==> config.mk <==
export PLATFORM = sky130hd
export DESIGN_NAME = ssk_cell
export DESIGN_NICKNAME = d
export VERILOG_FILES = /design/src/design/ssk_pkg.sv /design/src/design/ssk_cell.sv
export SDC_FILE = /design/constraint.sdc
export NUM_CORES = 1
export LEC_CHECK = 0
export BUFFER_PORTS_ARGS = -buffer_cell sky130_fd_sc_hd__buf_2
export CAP_MARGIN = 20
export CORE_UTILIZATION = 50
export CTS_CLUSTER_SIZE = 8
export DETAILED_ROUTE_END_ITERATION = 12
export PLACE_DENSITY = 0.88
export SYNTH_ARGS = -nofsm -noshare
export SYNTH_HDL_FRONTEND = slang
export SYNTH_SLANG_ARGS = --single-unit
export TNS_END_PERCENT = 10
==> constraint.sdc <==
create_clock -name clk -period 7 [get_ports clk]
set_clock_uncertainty 0.15 [all_clocks]
set_input_delay 1.4 -clock clk [delete_from_list [all_inputs] [get_ports clk]]
set_output_delay 1.4 -clock clk [all_outputs]
set_load 0.02 [all_outputs]
==> src/design/ssk_pkg.sv <==
// Shared types, codes and helpers for the sorted unique key set.
// No dependencies; used by ssk_cell and sorted_unique_key_set.
`timescale 1ns / 1ps

package ssk_pkg;

  localparam int CAPACITY_DEF  = 32;
  localparam int KEY_BYTES_DEF = 8;
  localparam int KEY_W         = 64;
  localparam int INDEX_W       = 5;
  localparam int COUNT_OUT_W   = 6;

  typedef enum logic [1:0] {
    OP_INSERT = 2'd0,
    OP_REMOVE = 2'd1,
    OP_READ   = 2'd2
  } op_t;

  typedef enum logic [2:0] {
    ST_INSERTED  = 3'd0,
    ST_DUPLICATE = 3'd1,
    ST_REMOVED   = 3'd2,
    ST_NOT_FOUND = 3'd3,
    ST_FULL      = 3'd4,
    ST_READ_OK   = 3'd5,
    ST_BAD_INDEX = 3'd6
  } status_t;

  typedef enum logic [1:0] {
    S_IDLE,
    S_CMP,
    S_UPD
  } state_t;

  // Control broadcast to every cell of the row.
  typedef struct packed {
    logic cmp_en;
    logic ins_en;
    logic rem_en;
  } cell_ctrl_t;

  // Keep at most nbytes leading bytes and clear everything after the first zero byte.
  function automatic logic [KEY_W-1:0] norm_key(input logic [KEY_W-1:0] raw,
                                                 input int nbytes);
    logic [KEY_W-1:0] res;
    logic             stop;
    logic [7:0]       b;
    res  = '0;
    stop = 1'b0;
    for (int i = 0; i < 8; i++) begin
      b = raw[KEY_W-1-8*i -: 8];
      if (i >= nbytes || b == 8'd0) begin
        stop = 1'b1;
      end
      if (!stop) begin
        res[KEY_W-1-8*i -: 8] = b;
      end
    end
    return res;
  endfunction

endpackage

==> src/design/ssk_cell.sv <==
// One slot of the sorted key row: holds a key, compares it to the broadcast key
// and shifts toward either neighbor. Depends on ssk_pkg.
`timescale 1ns / 1ps

module ssk_cell (
  input  logic                   clk,
  input  ssk_pkg::cell_ctrl_t    ctrl,
  input  logic                   occupied,
  input  logic [ssk_pkg::KEY_W-1:0] k,
  input  logic [ssk_pkg::KEY_W-1:0] left_key,
  input  logic                   left_lt,
  input  logic [ssk_pkg::KEY_W-1:0] right_key,
  output logic [ssk_pkg::KEY_W-1:0] key,
  output logic                   lt,
  output logic                   eq
);
  import ssk_pkg::*;

  // Latch the compare against the broadcast key.
  always_ff @(posedge clk) begin
    if (ctrl.cmp_en) begin
      lt <= occupied && (key < k);
      eq <= occupied && (key == k);
    end
  end

  // Cells at or above the sorted position move: right on insert, left on remove.
  always_ff @(posedge clk) begin
    if (ctrl.ins_en && !lt) begin
      key <= left_lt ? k : left_key;
    end else if (ctrl.rem_en && !lt) begin
      key <= right_key;
    end
  end

endmodule

==> results of run 1 <==
[Yosys cell counts (6+ instances only)]
| master | number | area share |
|---|---|---|
| sky130_fd_sc_hd__nor2_1 | 6 | 0.0045 |
| sky130_fd_sc_hd__nand3_1 | 7 | 0.0071 |
| sky130_fd_sc_hd__mux2i_1 | 64 | 0.13 |
| sky130_fd_sc_hd__inv_1 | 67 | 0.051 |
| sky130_fd_sc_hd__clkbuf_1 | 13 | 0.0099 |
| sky130_fd_sc_hd__nand4_1 | 9 | 0.011 |
| sky130_fd_sc_hd__ha_1 | 64 | 0.16 |
| sky130_fd_sc_hd__edfxtp_1 | 66 | 0.40 |
| sky130_fd_sc_hd__a21oi_1 | 26 | 0.026 |
| sky130_fd_sc_hd__nand2_1 | 79 | 0.060 |
| sky130_fd_sc_hd__buf_2 | 8 | 0.0081 |
| sky130_fd_sc_hd__o21ai_0 | 70 | 0.071 |
| sky130_fd_sc_hd__a21o_1 | 7 | 0.011 |
[sequential cells by signal, indices dropped and copies added (netlist names)]
| register | count |
|---|---|
| eq | 1 |
| key | 64 |
| lt | 1 |
[through the flow]
stage	setup slack, ns	total power, W	utilization	hold slack (ns)	cell area [um2]
6_report	3.88	0.00123	0.701	0.677	6600
5_1_grt	3.66	0.00129	0.701	0.740	6600
4_1_cts	3.85	0.00123	0.698	0.689	6580
3_5_place_dp	3.52	0.000884	0.676	0.680	6370
3_3_place_gp	3.58	0.000866	0.676	0.662	6370
2_1_floorplan	2.22	0.000736	-	0.793	4950
[power by group through the flow]
stage	clock network [W]	logic, W	registers [W]
floorplan	0	0.000169	0.000567
global placement	0	0.000349	0.000517
detailed placement	0	0.000365	0.000519
CTS	0.000354	0.000366	0.000511
global route	0.000371	0.000407	0.000516
finish	0.000348	0.000366	0.000511
[how the worst min path moves through the flow]
stage	from	to	slack, ns
5_1_grt	lt	key[21]	0.74
3_5_place_dp	lt	key[13]	0.68
4_1_cts	lt	key[13]	0.69
3_3_place_gp	lt	key[13]	0.66
2_1_floorplan	key[47]	lt	0.79
6_report	lt	key[13]	0.68
[logic make-up (layout without fill, tap and decap cells)]
kind of cell               count (synthesis)  count (layout)  synth area share
buffers and inverters                     88             348            0.0687
muxes                                     64              64             0.129
adders and majority gates                 64              64             0.162
DFF                                       66              66             0.400
AOI/OAI and AO/OA                        113             113             0.124
and+or+nand+nor                          115             115             0.116
[worst max-delay path: cells and delay by family]
kind                       cells  cell delay, ns
and+or+nand+nor                1            0.40
adders and majority gates      1            0.33
buffers and inverters          2            0.13
AOI/OAI and AO/OA              5            0.83
[layer usage]
layer,vias to the layer above,wire (um),part of all wire
met5,-,0,0
met1,2167,5370,0.39
met3,30,786,0.056
met4,0,343,0.025
met2,192,7440,0.53
li1,2346,-,-
[layout make-up]
type	count	share of cell area
Multi-Input combinational cell	356	0.401
Sequential cell	66	0.300
Timing Repair Buffer	265	0.204
Inverter	67	0.0381
Tap cell	129	0.0245
Clock buffer	11	0.0199
Clock inverter	5	0.0119
==> metrics.sh, run 1 <==
STATUS='finished, final reports clean'
HOLD_PATH_CELLS=1
POSTSYNTHCELLCOUNT=510
GRTUSAGETOTAL=0.265
GRT_PASS1_VIAS=4724
CRITICAL-PATH-TOP-CELL-BY-COUNT='sky130_fd_sc_hd__a21oi_1'
YS_FF_LATCH=66
POWER_FRAC_COMB=0.299
CLOCK_POWER_SHARE=0.284
WORST_SETUP_PATH_START_KIND='input pin'
NUMCTSBUFFERS=9
PATH_MAX_FANOUT=3
MAX-CLOCK-PATH-BUFFERS=2
TOP_LEVEL_PORTS=264
CLK-INSERTION-DELAY-LATE_NS=0.33
HOLD_CLASS='reg2reg'
TIMING.MAX_SLEW.REL_SLACK=0.264
SYNTH_ASYNC_SR_FLOP_SHARE=0
FINAL.FILL_COUNT=698
GRT_SETUP_UNREPAIRED='false'
GRT_MOST_USED_LAYER='met2'
TIMING.CRITICAL_PATH.SLOWEST_STAGE_CELL='sky130_fd_sc_hd__nor4_1'
SEQUENTIAL_TO_TOTAL_AREA_SHARE_FROM_YOSYS_STAT=0.400
GP_CONGESTION=0.813
MOST_COMMON_LIBRARY_CELL_IN_THE_LAYOUT_IGNORING_FILL_AND_TAPS='sky130_fd_sc_hd__buf_2'
FLOORPLAN.INITIALDENSITY=0.526
LAYOUT_AREA_GROWTH_OVER_SYNTHESIS_PCT=33.2
CTS.REPAIR.RESIZED=0
ANTENNA-DIODE-COUNT=0
FP.DIEW_UM=102
GLOBALROUTE.TOTALOVERFLOW=0
WORSTREGTOREGCELLS=6
IRDROPWORSTVDD_mV=0.120
GLOBALROUTEMET2UTIL=0.505
NETLIST_AREA_BEFORE_PLACEMENT_MM2=0.00495
ROUTE.VIAS.TOTAL=4735
CRITICAL_SETUP_PATH_CLASS='in2reg'
POWER_FRAC_SEQ=0.417
LAYOUT.AREA.SEQ_MM2=0.00198
FINAL_CELL_COUNT_NO_FILL=899
DIE_Y_UM=102
POWER.DENSITY_mW_PER_MM2=186
LAYOUT_COMMON_CELLS='262 x sky130_fd_sc_hd__buf_2, 79 x sky130_fd_sc_hd__nand2_1, 70 x sky130_fd_sc_hd__o21ai_0'
WL_PER_CELL_UM=15.5
CTS_TREE='done'
PATH_CELLS='buf_2 -> inv_1 -> ha_1 -> a21o_1 -> a21oi_1 -> a21oi_1 -> nor4_1 -> o211ai_1 -> a221oi_1'
TIMING.RR.END='lt'
PLACE.PORT_BUFFERS=263
CRIT_REQUIRED_NS=6.99
REMAINING_DRC_ERRORS=0
SYNTH_FF_TYPE='sky130_fd_sc_hd__edfxtp_1'
FLOORPLAN.ROWS=35
NETSWITCHINGFRACTION=0.316
DRTPASS1ITERATIONS=5
ANTENNA_FOUND_INITIAL=0
FINAL-MAX-SLEW-VIOLATION-COUNT=0
CRIT_PATH_START='k[58]'
SWITCHING_POWER_W=0.000387
MAX_CAP_VIOL_COUNT=0
CRIT_ARRIVAL_NS=3.10
DP_HPWL_UM=11200
CLOCK_TREE.ROOT_CELL='sky130_fd_sc_hd__clkbuf_8'
F_MAX_MHz=321
DRIVE_ABOVE_1_SHARE=0.375
MIN_PERIOD_OVER_PERIOD=0.445
DRT_WL_TOTAL_UM=13900
DRT_FIRST_ITER_VIOLATIONS=111
DIE_AREA_MM2=0.0103
WORST-SLEW-PIN-TRANSITION_NS=1.10
SYNTH_NETS=772
SYNTH_CELL_TYPE_COUNT=29
CRITICAL-PATH-MAX-STAGE-DELAY_NS=0.40
CLKSINKCOUNT=66
WORST_SETUP_HOLD_PATH_CLK_SLEW_NS=0.08
GRT_MET1_USE=0.283
SYNTH_ENABLE_FLOP_CELLS=66
END_KIND='register'
POST_CTS_BUFFERS=0
PLACED_CELLS=882
CRITPATHCAPTURE='lt'
GRT_START_MAX_NET_PINS=129
R2R_SLACK_NS=4.69
DESIGN.CORE.AREA_MM2=0.00942
TIMING.RR.START='key[47]'
CTS.HOLD.BUFFERS_ADDED=0
TOTALNEGATIVESETUPSLACK_NS=0
TIMING.FINAL.CRIT_PERIOD_NS=3.12
SYNTH_WARNINGS=0
VIASPERCELL=5.27
MULTIINPUTGATEAREA_MM2=0.00265
GRT_PASS1_WL_UM=21200
DETAIL-ROUTE-ANTENNA-NETS=0
FINALNETCOUNT=1027
SYN_AVG_CELL_AREA_UM2=9.71
CTS_MAX_LEVEL=3
FINAL-SETUP-VIOL-COUNT=0
GROUTE.LAYER.MET3.USAGE=0.0545
TOTAL_LEAKAGE_POWER_nW=3.56
HOLD_VIOLATIONS=0
P_INT_W=0.000839
No activity file was read; power rests on OpenSTA's default activity.
==> run 2: changes to the inputs <==
- ABC_AREA: unset -> 1
- CORE_UTILIZATION: 50 -> 46
- PLACE_DENSITY: 0.88 -> 0.81
- clock period: 7 -> 3.15 ns (I/O delays scaled with it)
==> run 2 against run 1 <==
Critical path type is now reg2reg. Clock power up 68%. Core utilization down 6.8 points. Worst hold slack worse by 0.29 ns. Largest power group unchanged. Highest routed layer unchanged. Synthesized area up 1.5%. Non-clock buffer count up 3.
==> metrics.sh, run 2 <==
FINAL-SETUP-VIOL-COUNT=0
MAX_CAP_VIOL_COUNT=0
WORST-SLEW-PIN-TRANSITION_NS=0.729
YOSYS.AREA.TOP_TYPE_SHARE=0.394
GRT_START_MAX_NET_PINS=78
SYNTH_ASYNC_SR_FLOP_SHARE=0
NUMCTSBUFFERS=9
DRT_WL_TOTAL_UM=13600
WL_PER_CELL_UM=13.1
DETAIL-ROUTE-ANTENNA-NETS=0
WORST-PATH-BUF-INV=0
WORST_SETUP_HOLD_PATH_CLK_SLEW_NS=0.06
CRIT_REQUIRED_NS=3.08
DP_HPWL_UM=10600
DESIGN.CORE.AREA_MM2=0.0105
TOTAL_LEAKAGE_POWER_nW=3.49
GRTUSAGETOTAL=0.236
SYNTH.TOP_CELLS.BY_AREA='sky130_fd_sc_hd__edfxtp_1 39%, sky130_fd_sc_hd__ha_1 16%, sky130_fd_sc_hd__nand2_1 14%, sky130_fd_sc_hd__a31oi_1 8.0%, sky130_fd_sc_hd__nor2_1 6.2%'
CRIT_FAMILY='simple AND/OR/NAND/NOR gates'
ROUTE.VIAS.TOTAL=5153
HOLD_VIOLATIONS=0
CRITICAL-PATH-MAX-STAGE-DELAY_NS=0.43
WORSTREGTOREGCELLS=10
YOSYSTOPAREACELL='sky130_fd_sc_hd__edfxtp_1'
CTS_TREE='done'
TOP_LEVEL_PORTS=264
SYNTH_ENABLE_FLOP_CELLS=66
FINALNETCOUNT=1158
LAYOUT.AREA.SEQ_MM2=0.00198
MAX-CLOCK-PATH-BUFFERS=2
TIMING.RR.START='key[63]'
LAYOUT_AREA_GROWTH_OVER_SYNTHESIS_PCT=31.5
HOLD_CLASS='in2reg'
REGISTERS.TOP_BY_FF_COUNT='key'
CRIT_ARRIVAL_NS=1.90
GP_CONGESTION=0.867
SEQUENTIAL_TO_TOTAL_AREA_SHARE_FROM_YOSYS_STAT=0.394
YOSYSMOSTFREQUENTCELL='sky130_fd_sc_hd__nand2_1'
GRT_SETUP_UNREPAIRED='false'
CRITICAL-PATH-TOP-CELL-BY-COUNT='sky130_fd_sc_hd__nand2_2'
SYNTHTOPCELLSBYCOUNT='192 x sky130_fd_sc_hd__nand2_1, 83 x sky130_fd_sc_hd__nor2_1, 76 x sky130_fd_sc_hd__inv_1, 66 x sky130_fd_sc_hd__edfxtp_1'
POSTSYNTHCELLCOUNT=644
GLOBALROUTE.TOTALOVERFLOW=0
GRT_PASS1_WL_UM=21200
ANTENNA_FOUND_INITIAL=0
DRT_FIRST_ITER_VIOLATIONS=226
TIMING.MAX_SLEW.REL_SLACK=0.514
CTS.REPAIR.RESIZED=0
FLOORPLAN.ROWS=37
POWER.DENSITY_mW_PER_MM2=384
DIE_Y_UM=107
FLOORPLAN.INITIALDENSITY=0.481
SYNTH_WARNINGS=0
MULTIINPUTGATEAREA_MM2=0.00262
MOST_COMMON_LIBRARY_CELL_IN_THE_LAYOUT_IGNORING_FILL_AND_TAPS='sky130_fd_sc_hd__buf_2'
DRIVE_ABOVE_1_SHARE=0.334
SYN_AVG_CELL_AREA_UM2=7.81
POST_CTS_BUFFERS=0
CLKSINKCOUNT=66
R2R_SLACK_NS=1.17
SYNTH_FF_TYPE='sky130_fd_sc_hd__edfxtp_1'
CRIT_PATH_START='key[63]'
ANTENNA-DIODE-COUNT=0
TIMING.FINAL.CRIT_PERIOD_NS=1.98
FINAL-MAX-SLEW-VIOLATION-COUNT=0
END_KIND='register'
WORST-PATH-STAGES=10
CTS.HOLD.BUFFERS_ADDED=0
GRT_PASS1_VIAS=4764
TOTALNEGATIVESETUPSLACK_NS=0
CLK-INSERTION-DELAY-LATE_NS=0.33
PATH_MAX_FANOUT=3
CLOCK_TREE.ROOT_CELL='sky130_fd_sc_hd__clkbuf_8'
STATUS='finished, final reports clean'
WORST_SETUP_PATH_START_KIND='register'
CRITICAL_SETUP_PATH_CLASS='reg2reg'
REMAINING_DRC_ERRORS=0
FP.DIEW_UM=107
LARGEST_REG_FLOPS=64
NETLIST_AREA_BEFORE_PLACEMENT_MM2=0.00503
PATH_CELLS='ha_1 -> nand2_2 -> nor2_4 -> nand2_2 -> nor2_4 -> nand2_2 -> nor2_2 -> nand2_1 -> nand3_1 -> nor2_1'
IRDROPWORSTVDD_mV=0.191
SYNTH_NETS=906
LAYOUT_COMMON_CELLS='263 x sky130_fd_sc_hd__buf_2, 192 x sky130_fd_sc_hd__nand2_1, 81 x sky130_fd_sc_hd__nor2_1'
TIMING.RR.END='lt'
LARGESTREGISTERS='key x64, eq x1, lt x1'
VIASPERCELL=4.97
CRITPATHCAPTURE='lt'
FIN_TOTAL_PWR_W=0.00254
CTS_MAX_LEVEL=3
F_MAX_MHz=506
FINAL.FILL_COUNT=988
TIMING.CRITICAL_PATH.SLOWEST_STAGE_CELL='sky130_fd_sc_hd__edfxtp_1'
DRTPASS1ITERATIONS=4
PLACE.PORT_BUFFERS=263
YS_FF_LATCH=66
MIN_PERIOD_OVER_PERIOD=0.627
DIE_AREA_MM2=0.0114
SYNTH_CELL_TYPE_COUNT=25
## run 2: cell types whose count changed after synthesis, sizes merged, moves of 3 or more
cell / previous run / this run
nor4: 4 / 0
mux2i: 64 / 0
a31oi: 0 / 64
inv: 67 / 83
o21ai: 70 / 5
nor3: 2 / 5
nand4: 14 / 4
a221oi: 3 / 0
buf: 8 / 21
nand2: 79 / 196
a21o: 7 / 4
clkbuf: 13 / 6
nor2: 6 / 90
## run 2: layout make-up
class | instances | area share
Clock buffer | 11 | 0.0199
Clock inverter | 4 | 0.00303
Inverter | 84 | 0.0477
Multi-Input combinational cell | 467 | 0.396
Sequential cell | 66 | 0.300
Tap cell | 136 | 0.0257
Timing Repair Buffer | 268 | 0.208
## run 2: worst min-delay path by stage
stage,to,cells after the start,slack (ns),from
after global placement,eq,1,0.71,ctrl[2]
after CTS,lt,1,0.36,ctrl[2]
after detailed placement,eq,1,0.72,ctrl[2]
final,lt,1,0.39,ctrl[2]
after floorplan,eq,0,0.59,ctrl[2]
after global routing,lt,1,0.37,ctrl[2]
## run 2: layer usage
| metal | up-vias | share of wire | GRT usage | wire (um) |
|---|---|---|---|---|
| li1 | 2651 | - | - | - |
| met1 | 2285 | 0.42 | 0.277 | 5650 |
| met2 | 189 | 0.50 | 0.427 | 6830 |
| met3 | 28 | 0.058 | 0.0349 | 790 |
| met4 | 0 | 0.023 | 0.103 | 317 |
| met5 | - | 0 | 0 | 0 |
## run 2: report_power, final
group | internal, W | total, W | switching, W | leakage, nW
combinational | 0.000330 | 0.000823 | 0.000493 | 2.77
clock | 0.000277 | 0.000586 | 0.000309 | 0.0827
sequential | 0.00108 | 0.00113 | 0.0000474 | 0.635
## run 2: cells by family (layout without fill, tap and decap cells)
kind of cell             after synthesis  after routing  share of synthesized area
AO/OA/AOI/OAI                         99             99                      0.117
adder cells (fa/ha/maj)               64             64                      0.159
buffers and inverters                111            367                     0.0886
flip-flops                            66             66                      0.394
AND/OR/NAND/NOR                      304            304                      0.241
## run 2: metrics by stage
| stage | util | area, um2 | cells | setup WS, ns | hold WS, ns |
|---|---|---|---|---|---|
| 3_5_place_dp | 0.616 | 6440 | 1020 | 0.827 | 0.719 |
| 6_report | 0.632 | 6610 | 1036 | 1.17 | 0.386 |
| 4_1_cts | 0.630 | 6590 | 1035 | 1.15 | 0.364 |
| 2_1_floorplan | - | 5030 | 644 | 0.258 | 0.592 |
| 3_3_place_gp | 0.616 | 6440 | 1020 | 0.837 | 0.709 |
| 5_1_grt | 0.632 | 6610 | 1036 | 1.05 | 0.367 |
